`src/rtl/mss_pkg.sv`:
```
// ----------------------------------------------------------------------------
// mss_pkg
// Node type, sentinel and combine arithmetic for the max subarray sum tree.
// ----------------------------------------------------------------------------
package mss_pkg;

  localparam int unsigned NODE_W = 48;
  localparam int unsigned POS_W  = 10;
  localparam int unsigned VAL_W  = 31;
  localparam int unsigned OUT_W  = 40;

  localparam logic signed [NODE_W-1:0] SENTINEL = -48'sd10000000000001;

  typedef struct packed {
    logic signed [NODE_W-1:0] total;
    logic signed [NODE_W-1:0] prefix;
    logic signed [NODE_W-1:0] suffix;
    logic signed [NODE_W-1:0] best;
  } node_t;

  // one node moving up the chain
  typedef struct packed {
    logic  vld;
    node_t node;
  } node_tok_t;

  // per-cycle control broadcast to every cell
  typedef struct packed {
    logic launch;  // latch path index, read sibling
    logic clr;     // clearing pass write
  } cell_ctl_t;

  localparam node_t SENT_NODE = '{total: SENTINEL, prefix: SENTINEL,
                                  suffix: SENTINEL, best: SENTINEL};

  function automatic logic signed [NODE_W-1:0] sat_add(
    input logic signed [NODE_W-1:0] a,
    input logic signed [NODE_W-1:0] b
  );
    logic signed [NODE_W:0] s;
    s = (NODE_W+1)'(a) + (NODE_W+1)'(b);
    if (s < (NODE_W+1)'(SENTINEL)) begin
      return SENTINEL;
    end
    return s[NODE_W-1:0];
  endfunction

  function automatic logic signed [NODE_W-1:0] max2(
    input logic signed [NODE_W-1:0] a,
    input logic signed [NODE_W-1:0] b
  );
    return (a > b) ? a : b;
  endfunction

  function automatic node_t combine(input node_t l, input node_t r);
    node_t n;
    n.total  = sat_add(l.total, r.total);
    n.prefix = max2(l.prefix, sat_add(l.total, r.prefix));
    n.suffix = max2(r.suffix, sat_add(r.total, l.suffix));
    n.best   = max2(max2(l.best, r.best), sat_add(l.suffix, r.prefix));
    return n;
  endfunction

endpackage

```
`src/rtl/mss_cell.sv`:
```
// ----------------------------------------------------------------------------
// mss_cell
// One tree level: stores the level's nodes, writes the updated path node and
// hands its parent (path node combined with sibling) to the next level up.
// ----------------------------------------------------------------------------
module mss_cell #(
  parameter int unsigned LEVEL = 1,
  parameter int unsigned LVL   = 10
) (
  input  logic                 clk,
  input  logic                 rst_n,
  input  mss_pkg::cell_ctl_t   ctl,
  input  logic [LVL-1:0]       pos_i,
  input  logic [LVL-1:0]       clr_addr_i,
  input  mss_pkg::node_tok_t   tok_i,
  output mss_pkg::node_tok_t   tok_o
);

  localparam int unsigned DEPTH = 1 << LEVEL;

  mss_pkg::node_t mem_r [DEPTH];
  mss_pkg::node_t sib_r;
  mss_pkg::node_t par_r;
  mss_pkg::node_t par_nxt;
  mss_pkg::node_t left;
  mss_pkg::node_t right;
  logic [LEVEL-1:0] idx_r;
  logic [LEVEL-1:0] idx_nxt;
  logic             vld_r;

  // path node index at this level: top LEVEL bits of the leaf index
  assign idx_nxt = pos_i[LVL-1 -: LEVEL];

  always_ff @(posedge clk) begin
    if (ctl.launch) begin
      idx_r <= idx_nxt;
      sib_r <= mem_r[idx_nxt ^ LEVEL'(1)];
    end
    if (ctl.clr) begin
      mem_r[clr_addr_i[LEVEL-1:0]] <= mss_pkg::SENT_NODE;
    end else if (tok_i.vld) begin
      mem_r[idx_r] <= tok_i.node;
    end
  end

  assign left    = idx_r[0] ? sib_r : tok_i.node;
  assign right   = idx_r[0] ? tok_i.node : sib_r;
  assign par_nxt = mss_pkg::combine(left, right);

  always_ff @(posedge clk) begin
    if (!rst_n) begin
      vld_r <= 1'b0;
    end else begin
      vld_r <= tok_i.vld;
    end
  end

  always_ff @(posedge clk) begin
    par_r <= par_nxt;
  end

  assign tok_o.vld  = vld_r;
  assign tok_o.node = par_r;

endmodule

```
`config.mk`:
```
export PLATFORM = sky130hd
export DESIGN_NAME = mss_cell
export DESIGN_NICKNAME = d
export VERILOG_FILES = /design/src/rtl/mss_pkg.sv /design/src/rtl/mss_cell.sv
export SDC_FILE = /design/constraint.sdc
export NUM_CORES = 2
export LEC_CHECK = 0
export BUFFER_PORTS_ARGS = -buffer_cell sky130_fd_sc_hd__buf_4
export CORE_ASPECT_RATIO = 1.2
export CORE_MARGIN = 10
export CORE_UTILIZATION = 60
export CTS_CLUSTER_SIZE = 14
export DETAILED_ROUTE_END_ITERATION = 8
export PLACE_DENSITY_LB_ADDON = 0.1
export SLEW_MARGIN = 15
export SYNTH_ARGS = -nofsm -noshare
export SYNTH_HDL_FRONTEND = slang
export SYNTH_SLANG_ARGS = --single-unit
export TNS_END_PERCENT = 30
```
`constraint.sdc`:
```
create_clock -name clk -period 18.8 [get_ports clk]
set_input_delay 1.88 -clock clk [delete_from_list [all_inputs] [get_ports clk]]
set_output_delay 1.88 -clock clk [all_outputs]
set_load 0.02 [all_outputs]
```
==> results.toml <==
[status]
status = "finished clean"

[pwr]
swShare_pct = 40.07
max-vdd-ir-drop_mv = 0.1030
intPower_mw = 4.279
power_frac_comb_pct = 46.5
powerDensity_nw_per_um2 = 128.0
p_leak_nw = 22.64
clockPowerShare_pct = 21.8
power_switching_mw = 2.861
seq_power_share_pct = 31.7

[timing]
slew_headroom_pct = 18.50
fin_setup_tns_ps = 0
post-route-min-period_ps = 10920
fin_crit_sh_pct = 58.07
fin_skew_ps = 32.83
maxSlewViolCount = 0
clock.fmax_mhz = 91.60
tightest_slew_ps = 1222
finalHoldViolations = 0
setup_viol = 0
rsz0062_at_grt = "false"

[drt]
drtIter0Drc = 3594
wl_mm = 153.3
num_vias = 38920
drcViolationCount = 0
antenna_left = 0
firstDrtPassIters = 5
avgRoutedWirePerCell_um = 25.21
vias_per_cell = 6.403

[synth]
ys_types = 94
syn-num-nets = 5269
syn_area_per_cell_um2 = 10.61
yosysTopAreaCell = "edfxtp_1"
async_flop_share_pct = 0
synthDominantCellAreaShare_pct = 35.01
synth_cells = 4664
synth_commonest_cells = "577 x edfxtp_1, 495 x mux2_2, 384 x ha_1, 307 x a21oi_1, 290 x nand2_1"
yosysSeqAreaShare_pct = 42.82
yosys_warnings = 0
ys.flop_type = "edfxtp_1"
yosys-top-cells-area = "edfxtp_1 35%, mux2_2 11%, ha_1 9.7%, dfxtp_1 7.8%, a21oi_1 3.1%"
synth-edff-count = 577
synth_seq_cells = 770
synth_area_um2 = 49490
yosysMostFrequentCell = "edfxtp_1"

[worst_setup_path]
path_max_fanout = 78
critPathMaxStageDelay_ps = 1000
crit_required_ps = 19340
cp_data_arrival_time_ps = 11450
worstSetupEndpointType = "flop"
reg2reg_slack_ps = 7930
ff2ff_path_depth = 29
reg2reg_to = "tok_o[43]$_DFF_P_"
cp-startpoint = "tok_i[97]"
worstSetupPathType = "in -> reg"
crit_slowest_cell = "nand4_1"
r2r_start = "idx_r$_DFFE_PP_"
start_kind = "input pin"

[cts]
clockBufferDepth = 3
numCtsBuffers = 80
clk_pin_slew_ps = 60
clkLatencyLatePin_ps = 650
root_buffer = "clkbuf_16"
htree_num_levels = 3
cts_tree = "yes"
postCtsSetupRepairBufs = 0
cts.sinks = 770
cts_resized = 0
cts-hold-fix-buffers = 0

[floorplan]
dieArea_um2 = 94410
rows = 115
io_pins = 410
fp.dieH_um = 334.6
design.core.area_um2 = 81870
die_w_um = 282.2
start_util_pct = 60.44

[cells_and_area]
nets = 5559
utilization_pct = 68.14
drive_above_1_share_pct = 21.95
syn_to_final_growth_pct = 12.74

[run]
cap_violations = 0

[global_route]
grt_pass1_wl_mm = 226.6
grt_pass1_vias = 38620
grt_max_degree = 147
antenna_found_initial = 16
grt_usage_pct = 31.41
overflow = 0

[worst_hold_path]
min-delay-start = "mem_r[1][80]$_DFFE_PP_"
hold_path_class = "reg -> reg"
whs_endpoint = "sib_r[80]$_DFFE_PP_"
hold_depth = 1

[place]
hpwl_mm = 117.8
place_congestion = 0.9829
portBuffers = 391
[final cells by class]
type,count,area [um2]
Tap cell,1053,1318
Inverter,139,521.8
Multi-Input combinational cell,3537,26970
Timing Repair Buffer,426,3236
Sequential cell,770,21190
Clock buffer,104,2183
Fill cell,6322,26080
Antenna cell,9,22.52
Clock inverter,41,349.1
[per-layer routing]
| metal | wire (um) | part of all wire, % | up-vias | track usage [%] |
|---|---|---|---|---|
| met5 | 93 | 0.061 | - | 0 |
| met4 | 7132 | 4.7 | 14 | 14.51 |
| met3 | 10630 | 6.9 | 331 | 5.059 |
| met2 | 72910 | 48 | 1411 | 52.30 |
| met1 | 62510 | 41 | 19040 | 39.57 |
| li1 | - | - | 18130 | - |
[through the flow]
| step | std cells | power [mW] | setup slack, ps | hold WS, ps | area [um2] |
|---|---|---|---|---|---|
| after floorplan | 4664 | 4.425 | 2460 | 523.2 | 49490 |
| after global placement | 5925 | 5.519 | 7492 | 523.8 | 53230 |
| after detailed placement | 5925 | 5.549 | 7505 | 532.5 | 53230 |
| after CTS | 6070 | 7.121 | 8036 | 531.9 | 55770 |
| after global routing | 6078 | 7.491 | 7628 | 544.4 | 55790 |
| final | 6079 | 7.140 | 7883 | 536.4 | 55790 |
[layout by cell type, fill, tap and decap left out, drive strengths merged, types with 152 or more instances in the layout]
| cell type | n |
|---|---|
| dfxtp | 193 |
| nand2b | 175 |
| nand2 | 290 |
| a21oi | 310 |
| edfxtp | 577 |
| a21o | 152 |
| mux2 | 495 |
| nor2 | 279 |
| o21ai | 173 |
| ha | 384 |
| buf | 424 |
[power by group through the flow]
stage                     Clock, mW  Sequential (mW)  Combinational [mW]
after detailed placement          0             2.29                3.26
final                          1.56             2.26                3.32
after global placement            0             2.28                3.24
after global routing           1.64             2.28                3.57
after floorplan                   0             2.53                1.89
after CTS                      1.58             2.26                3.28
[registers in the layout, summed over array words and instances (netlist names)]
name / count
mem_r: 384
tok_o: 192
idx_r: 1
vld_r: 1
sib_r: 192
[worst max-delay path by stage]
stage	end
5_1_grt	tok_o[43]$_DFF_P_
2_1_floorplan	mem_r[1][0]$_DFFE_PP_
3_3_place_gp	tok_o[119]$_DFF_P_
4_1_cts	tok_o[43]$_DFF_P_
6_report	tok_o[119]$_DFF_P_
3_5_place_dp	tok_o[119]$_DFF_P_
[logic make-up after synthesis]
logic type                 after synthesis  share of synthesized area [%]
and+or+nand+nor                       1286                          13.22
muxes                                  637                          14.14
buffers and inverters                  357                          2.844
AOI/OAI and AO/OA                     1074                          14.42
xor gates and xnor gates               152                          2.690
adders and majority gates              388                          9.871
DFF                                    770                          42.82
[worst max-delay path, delay by kind of cell]
family / cells / cell delay, ps
AO/OA/AOI/OAI: 8 / 2880
XOR/XNOR: 1 / 190
adder cells (fa/ha/maj): 2 / 660
buffers and inverters: 5 / 1810
multiplexers: 1 / 500
AND/OR/NAND/NOR: 8 / 3380
Power figures use the tool's default switching activity.
